## config.mk

```make
export PLATFORM = sky130hd
export DESIGN_NAME = hsv_to_rgb_converter
export DESIGN_NICKNAME = d
export VERILOG_FILES = /design/src/rtl/htr_pkg.sv /design/src/rtl/hsv_to_rgb_converter.sv /design/src/rtl/htr_scale.sv
export VERILOG_INCLUDE_DIRS = /design/src /design/src/rtl
export SDC_FILE = /design/constraint.sdc
export NUM_CORES = 2
export LEC_CHECK = 0
export BUFFER_PORTS_ARGS = -buffer_cell sky130_fd_sc_hd__buf_2
export CAP_MARGIN = 0
export CORE_AREA = 2 2 301 303
export DETAILED_ROUTE_END_ITERATION = 7
export DIE_AREA = 0 0 303 305
export PLACE_DENSITY = 0.76
export SLEW_MARGIN = 30
export SYNTH_ARGS = -nofsm -noshare
export SYNTH_HDL_FRONTEND = slang
export SYNTH_SLANG_ARGS = --single-unit
```

## constraint.sdc

```tcl
create_clock -name clk -period 7.1 [get_ports clk]
set_input_delay 0.355 -clock clk [delete_from_list [all_inputs] [get_ports clk]]
set_output_delay 0.355 -clock clk [all_outputs]
set_load 0.02 [all_outputs]
```

## src/rtl/hsv_to_rgb_converter_defines.svh

```systemverilog
// Assertion macros shared by the HSV to RGB converter.
`ifndef HSV_TO_RGB_CONVERTER_DEFINES_SVH
`define HSV_TO_RGB_CONVERTER_DEFINES_SVH

// Same-cycle implication, checked on every rising clock edge outside reset.
`define HTR_ASSERT_IMPL(label, ante, cons, msg) \
  label: assert property (@(posedge clk) disable iff (!rst_n) (ante) |-> (cons)) \
    else $error(msg);

// Plain invariant, checked on every rising clock edge outside reset.
`define HTR_ASSERT_ALWAYS(label, cond, msg) \
  label: assert property (@(posedge clk) disable iff (!rst_n) (cond)) \
    else $error(msg);

`endif

```

## src/rtl/htr_pkg.sv

```systemverilog
// Package with the sector type and sector codes of the HSV to RGB converter.
package htr_pkg;

  // Width of the hexcone sector index.
  localparam int SECTOR_W = 3;

  typedef logic [SECTOR_W-1:0] sector_t;

  // Hexcone sectors, named after the hue span they cover.
  localparam sector_t SEC_RED_YELLOW    = 3'd0;
  localparam sector_t SEC_YELLOW_GREEN  = 3'd1;
  localparam sector_t SEC_GREEN_CYAN    = 3'd2;
  localparam sector_t SEC_CYAN_BLUE     = 3'd3;
  localparam sector_t SEC_BLUE_MAGENTA  = 3'd4;
  localparam sector_t SEC_MAGENTA_RED   = 3'd5;

  // Pipeline latency from an accepted word to its result strobe.
  localparam int LATENCY = 8;

endpackage

```

## src/rtl/hsv_to_rgb_converter.sv

```systemverilog
// Top level of the pipelined HSV to RGB converter.
// The converter takes one HSV word in every clock cycle: busy is never
// raised, so start alone accepts a word. Each result appears on out_red,
// out_green and out_blue for one cycle with out_valid high, in input
// order. The pipeline has eight register stages: input capture, sector
// split, the s*f multiply, the fraction terms, and the three-stage scale
// units that form p, q and t, followed by the sector select into the
// output register.
// The receiver cannot stall, so every result must be taken as it appears.
// Zero saturation needs no special path: p, q and t all equal value then.
module hsv_to_rgb_converter #(
  parameter int CHANNEL_BITS = 16
) (
  input  logic                    clk,
  input  logic                    rst_n,
  input  logic                    start,
  output logic                    busy,
  input  logic [CHANNEL_BITS-1:0] in_hue,
  input  logic [CHANNEL_BITS-1:0] in_saturation,
  input  logic [CHANNEL_BITS-1:0] in_brightness,
  output logic                    out_valid,
  output logic [CHANNEL_BITS-1:0] out_red,
  output logic [CHANNEL_BITS-1:0] out_green,
  output logic [CHANNEL_BITS-1:0] out_blue
);

  import htr_pkg::*;

  `include "hsv_to_rgb_converter_defines.svh"

  localparam int CB = CHANNEL_BITS;
  localparam logic [CB-1:0]   ONE  = {CB{1'b1}};
  localparam logic [2*CB-1:0] HALF = {{CB{1'b0}}, 1'b1, {(CB-1){1'b0}}};

  // Valid bits, one per register stage.
  logic [LATENCY-1:0] vld_r, vld_nxt;

  // Stage 1: captured input word.
  logic [CB-1:0] h1_r, s1_r, v1_r;
  // Stage 2: sector and fraction.
  logic [CB+2:0] h6;
  sector_t       sec2_r;
  logic [CB-1:0] f2_r, s2_r, v2_r;
  // Stage 3: product s*f.
  logic [2*CB-1:0] sf_prod3_r;
  sector_t         sec3_r;
  logic [CB-1:0]   s3_r, v3_r;
  // Stage 4: fractions of ONE for p, q and t.
  logic [2*CB-1:0] sf_sum, sfc_sum;
  logic [CB-1:0]   ap4_r, aq4_r, at4_r, ap_nxt, aq_nxt, at_nxt;
  sector_t         sec4_r;
  logic [CB-1:0]   v4_r;
  // Stages 5 to 7: sector and value ride along the scale units.
  sector_t       sec5_r, sec6_r, sec7_r;
  logic [CB-1:0] v5_r, v6_r, v7_r;
  logic [CB-1:0] p7, q7, t7;
  // Stage 8: output register.
  logic [CB-1:0] red_r, green_r, blue_r, red_nxt, green_nxt, blue_nxt;

  // The pipeline never stalls, so a word is accepted whenever start is high.
  assign busy = 1'b0;

  // Valid bits shift one stage per cycle.
  assign vld_nxt = {vld_r[LATENCY-2:0], start & ~busy};

  always_ff @(posedge clk) begin
    if (!rst_n) begin
      vld_r <= '0;
    end else begin
      vld_r <= vld_nxt;
    end
  end

  // Hue times six: sector in the top bits, fraction in the low bits.
  assign h6 = ({3'b000, h1_r} << 2) + ({3'b000, h1_r} << 1);

  // Fraction terms: sf = round(s*f), sfc = round(s*(1-f)), both within ONE.
  always_comb begin
    sf_sum  = sf_prod3_r + HALF;
    sfc_sum = {s3_r, {CB{1'b0}}} - sf_prod3_r + HALF;
    ap_nxt  = ONE - s3_r;
    aq_nxt  = ONE - sf_sum[2*CB-1:CB];
    at_nxt  = ONE - sfc_sum[2*CB-1:CB];
  end

  // Front stages of the payload pipeline.
  always_ff @(posedge clk) begin
    h1_r <= in_hue;
    s1_r <= in_saturation;
    v1_r <= in_brightness;

    sec2_r <= h6[CB+2:CB];
    f2_r   <= h6[CB-1:0];
    s2_r   <= s1_r;
    v2_r   <= v1_r;

    sf_prod3_r <= {{CB{1'b0}}, s2_r} * {{CB{1'b0}}, f2_r};
    sec3_r     <= sec2_r;
    s3_r       <= s2_r;
    v3_r       <= v2_r;

    ap4_r  <= ap_nxt;
    aq4_r  <= aq_nxt;
    at4_r  <= at_nxt;
    sec4_r <= sec3_r;
    v4_r   <= v3_r;

    sec5_r <= sec4_r;
    sec6_r <= sec5_r;
    sec7_r <= sec6_r;
    v5_r   <= v4_r;
    v6_r   <= v5_r;
    v7_r   <= v6_r;
  end

  // Scale units for p = v(1-s), q = v(1-sf) and t = v(1-sfc).
  htr_scale #(.CHANNEL_BITS(CB)) u_scale_p (
    .clk (clk), .val (v4_r), .frac (ap4_r), .res (p7)
  );
  htr_scale #(.CHANNEL_BITS(CB)) u_scale_q (
    .clk (clk), .val (v4_r), .frac (aq4_r), .res (q7)
  );
  htr_scale #(.CHANNEL_BITS(CB)) u_scale_t (
    .clk (clk), .val (v4_r), .frac (at4_r), .res (t7)
  );

  // Pick value, p, q and t per hexcone sector.
  always_comb begin
    case (sec7_r)
      SEC_RED_YELLOW: begin
        red_nxt = v7_r; green_nxt = t7;   blue_nxt = p7;
      end
      SEC_YELLOW_GREEN: begin
        red_nxt = q7;   green_nxt = v7_r; blue_nxt = p7;
      end
      SEC_GREEN_CYAN: begin
        red_nxt = p7;   green_nxt = v7_r; blue_nxt = t7;
      end
      SEC_CYAN_BLUE: begin
        red_nxt = p7;   green_nxt = q7;   blue_nxt = v7_r;
      end
      SEC_BLUE_MAGENTA: begin
        red_nxt = t7;   green_nxt = p7;   blue_nxt = v7_r;
      end
      default: begin
        red_nxt = v7_r; green_nxt = p7;   blue_nxt = q7;
      end
    endcase
  end

  always_ff @(posedge clk) begin
    red_r   <= red_nxt;
    green_r <= green_nxt;
    blue_r  <= blue_nxt;
  end

  assign out_valid = vld_r[LATENCY-1];
  assign out_red   = red_r;
  assign out_green = green_r;
  assign out_blue  = blue_r;

  // A result appears exactly when a word went in a full latency earlier.
  `HTR_ASSERT_ALWAYS(a_result_timing, out_valid == $past(start & ~busy, LATENCY), "result strobe out of step with accepted words")

  // One component always equals the brightness, and none exceeds it.
  `HTR_ASSERT_IMPL(a_max_is_value, out_valid, (out_red == $past(in_brightness, LATENCY) || out_green == $past(in_brightness, LATENCY) || out_blue == $past(in_brightness, LATENCY)) && out_red <= $past(in_brightness, LATENCY) && out_green <= $past(in_brightness, LATENCY) && out_blue <= $past(in_brightness, LATENCY), "largest component differs from brightness")

  // Zero saturation gives gray at the brightness level.
  `HTR_ASSERT_IMPL(a_gray, out_valid && $past(in_saturation == '0, LATENCY), out_red == $past(in_brightness, LATENCY) && out_green == out_red && out_blue == out_red, "zero saturation did not give gray")

endmodule

```

## src/rtl/htr_scale.sv

```systemverilog
// Three-stage unit that scales a value by a fraction of ONE with rounding.
module htr_scale #(
  parameter int CHANNEL_BITS = 16
) (
  input  logic                    clk,
  input  logic [CHANNEL_BITS-1:0] val,
  input  logic [CHANNEL_BITS-1:0] frac,
  output logic [CHANNEL_BITS-1:0] res
);

  localparam int CB = CHANNEL_BITS;
  localparam logic [CB-1:0]   ONE      = {CB{1'b1}};
  localparam logic [2*CB-1:0] HALF_ONE = {{(CB+1){1'b0}}, {(CB-1){1'b1}}};
  localparam logic [CB:0]     TWO_ONE  = {ONE, 1'b0};

  logic [2*CB-1:0] prod_r, prod_nxt;
  logic [2*CB-1:0] sum_r, sum_nxt;
  logic [CB-1:0]   res_r, res_nxt;
  logic [CB-1:0]   hi, lo;
  logic [CB:0]     fold;
  logic [CB-1:0]   corr;

  // First stage: the product of value and fraction.
  assign prod_nxt = {{CB{1'b0}}, val} * {{CB{1'b0}}, frac};

  // Second stage: add half of ONE so the division rounds to nearest.
  assign sum_nxt = prod_r + HALF_ONE;

  // Third stage: divide by 2^CB-1. With x = hi*2^CB + lo, the quotient is
  // hi plus (hi + lo) / ONE, and that second term is 0, 1 or 2.
  always_comb begin
    hi   = sum_r[2*CB-1:CB];
    lo   = sum_r[CB-1:0];
    fold = {1'b0, hi} + {1'b0, lo};
    if (fold >= TWO_ONE) begin
      corr = {{(CB-2){1'b0}}, 2'd2};
    end else if (fold >= {1'b0, ONE}) begin
      corr = {{(CB-1){1'b0}}, 1'b1};
    end else begin
      corr = '0;
    end
    res_nxt = hi + corr;
  end

  // Payload registers; validity travels alongside in the caller.
  always_ff @(posedge clk) begin
    prod_r <= prod_nxt;
    sum_r  <= sum_nxt;
    res_r  <= res_nxt;
  end

  assign res = res_r;

endmodule
```

==> flow_summary.json <==
{
  "htree_levels": 2,
  "ys_seq_elements": 584,
  "area_growth_pct": 8.28,
  "gr-max-usage-layer": "met2",
  "stdcell_count": 6912,
  "ys_seq_area_share_pct": 22.0,
  "dr.first_iter.drc_count": 2546,
  "numCtsBuffers": 58,
  "synth_compound_area_share_pct": 6.79,
  "required_ns": 7.68,
  "routedWlPerCell_um": 17.6,
  "synth-xor-area-share_pct": 4.91,
  "ys.flop_type": "dfxtp_1",
  "pre_cts_slack_ns": 0.522,
  "synth_top_family_by_area": "adder cells",
  "routed_wl_mm": 122,
  "coreArea_mm2": 0.0893,
  "synth_simple_gate_area_share_pct": 15.2,
  "first_pass_iters": 8,
  "grtUsageMet1_pct": 36.0,
  "tns_ns": 0,
  "dieArea_mm2": 0.0924,
  "io_buffers": 99,
  "clock_latency_ns": 0.68,
  "ys_warn_count": 0,
  "slew_headroom_pct": 38.0,
  "netlist_area_mm2": 0.0532,
  "drc": 24,
  "run_status": "finished with violations",
  "cts_tree": "built",
  "nets": 7014,
  "cts_buffer_depth": 3,
  "row_count": 110,
  "syn_avg_cell_area_um2": 9.49,
  "async_reset_ff_share_pct": 0,
  "antenna_found_initial": 4,
  "whs_endpoint": "s2_r[1]",
  "rrSetupSlack_ns": 0.45,
  "grt_use_met2_pct": 45.5,
  "grt_overflow": 0,
  "ios": 101,
  "worstSetupPathType": "reg2reg",
  "grt_pass1_vias": 39669,
  "die_w_um": 303,
  "grtUsageTotal_pct": 27.2,
  "violations": "design-rule violations",
  "dpl.cell_count": 6747,
  "r2r_cells": 19,
  "maxCapViolCount": 0,
  "fmaxAchievable_ghz": 0.150,
  "hp-class": "reg2reg",
  "hold_slack_ns": 0.306,
  "setup.worst_path.start": "v4_r[11]",
  "vias": 38022,
  "grt_max_degree": 99,
  "tightestPinTransition_ns": 0.929,
  "min_period_ns": 6.65,
  "final_cell_mix": "985 x inv_1, 770 x fa_1, 694 x nand2_1, 569 x dfxtp_1, 510 x ha_1",
  "end_kind": "flip-flop",
  "worst_slack_ns": 0.453,
  "routed_via_density": 5.50,
  "clock-sinks": 584,
  "hold_viol_final": 0,
  "r2r_end": "u_scale_q.prod_r[30]",
  "cts-root-buf": "clkbuf_16",
  "die_h_um": 305,
  "worstPathMaxFanout": 28,
  "fillerInstances": 7180,
  "start_util_pct": 59.6,
  "r2r_start": "v4_r[11]",
  "muxShareOfSynthArea_pct": 1.73,
  "maxSlewViolCount": 0,
  "layout-drive-gt1-share_pct": 6.49,
  "path_clk_slew_ns": 0.08,
  "post-route-period-util_pct": 93.6,
  "synth_cells": 5608,
  "grt_first_pass_wirelength_mm": 201,
  "synth_edf_count": 0,
  "place_congestion": 0.909,
  "setup_violations": 0,
  "synth_cell_types": 87,
  "rsz0062_at_grt": "no",
  "startpoint_type": "flip-flop",
  "crit_arrival_ns": 7.23,
  "gr-usage-met3_pct": 3.58,
  "min-delay-start": "s1_r[1]",
  "synth_nets": 6939,
  "final_common_cell": "inv_1",
  "whs_path_depth": 0,
  "place_hpwl_mm": 95.0,
  "synth_fa_ha_area_share_pct": 41.0,
  "detail-route-antenna-nets": 0,
  "skew_ns": 0.0456
}
## cell families (layout without fill, tap and decap cells)
group,Yosys count,after routing
AO/OA/AOI/OAI,561,561
XOR/XNOR,298,298
adder cells (fa/ha/maj),1280,1280
buffers and inverters,1186,1311
flip-flops,584,584
multiplexers,86,86
other,1,4
AND/OR/NAND/NOR,1612,1612
## per-stage QoR
stage	instance area (um^2)	util, %
4_1_cts	57600	64.4
2_1_floorplan	53200	-
3_5_place_dp	55000	61.6
5_1_grt	57600	64.5
6_report	57600	64.5
3_3_place_gp	55000	61.6
## layout make-up
type / instances / area [um^2] / share of cell area, %
timing repair buffer: 215 / 1600 / 2.78
tap: 1176 / 1470 / 2.55
inverter: 986 / 3700 / 6.43
clock buffer: 70 / 1530 / 2.65
antenna: 3 / 7.51 / 0.0130
clock inverter: 40 / 522 / 0.906
sequential: 584 / 11700 / 20.3
multi-input combinational: 3838 / 37100 / 64.3
## critical path, cell delays in order (launching register included)
cell       delay (ns)
dfxtp_2          0.79
buf_4            0.34
nand2_1          0.10
fa_1             0.52
fa_1             0.46
fa_1             0.55
inv_1            0.06
fa_1             0.49
fa_1             0.49
inv_1            0.05
fa_1             0.49
inv_1            0.05
ha_1             0.33
a21o_1           0.18
a221oi_1         0.43
o21ai_1          0.20
a2111oi_1        0.55
o31ai_1          0.12
a21oi_1          0.19
xnor2_1          0.15
## synthesized netlist by cell type, drive strengths merged (43+ instances only)
cell type | count | area [um^2]
a21o | 71 | 533
ha | 510 | 6380
fa | 770 | 15400
nand2 | 694 | 2610
clkbuf | 198 | 743
nand3 | 73 | 380
nor2 | 122 | 458
a21oi | 163 | 816
xnor2 | 200 | 1750
xor2 | 98 | 858
inv | 986 | 3700
mux2 | 49 | 552
dfxtp | 584 | 11700
nor2b | 43 | 292
and2 | 495 | 3100
o21ai | 121 | 613
## flip-flops by register name (all words and copies together) (netlist names), 31 cells and up
| name | flops |
|---|---|
| u_scale_t.sum_r | 32 |
| u_scale_t.prod_r | 32 |
| sf_prod3_r | 31 |
| u_scale_q.sum_r | 32 |
| u_scale_q.prod_r | 32 |
| u_scale_p.prod_r | 32 |
| u_scale_p.sum_r | 32 |
## layer usage
layer | wire length [um] | part of all wire, %
met1 | 50900 | 42
met2 | 58300 | 48
met3 | 7930 | 6.5
met4 | 4660 | 3.8
met5 | 0 | 0
## worst max-delay path by stage
stage / cells after the start / endpoint
2_1_floorplan: 19 / u_scale_p.prod_r[29]
3_3_place_gp: 19 / u_scale_q.prod_r[30]
3_5_place_dp: 19 / u_scale_q.prod_r[30]
4_1_cts: 21 / u_scale_q.prod_r[29]
5_1_grt: 21 / u_scale_q.prod_r[29]
6_report: 19 / u_scale_q.prod_r[30]
## repair_timing
action / in CTS / in global routing
hold buffers: 51 / 0
hold endpoints to repair: 56 / 0
setup buffers: 0 / 0
resized for setup: 0 / 0
Power is not shown: default switching activity piles up to over one toggle a cycle in this logic, so the estimate is an artifact.
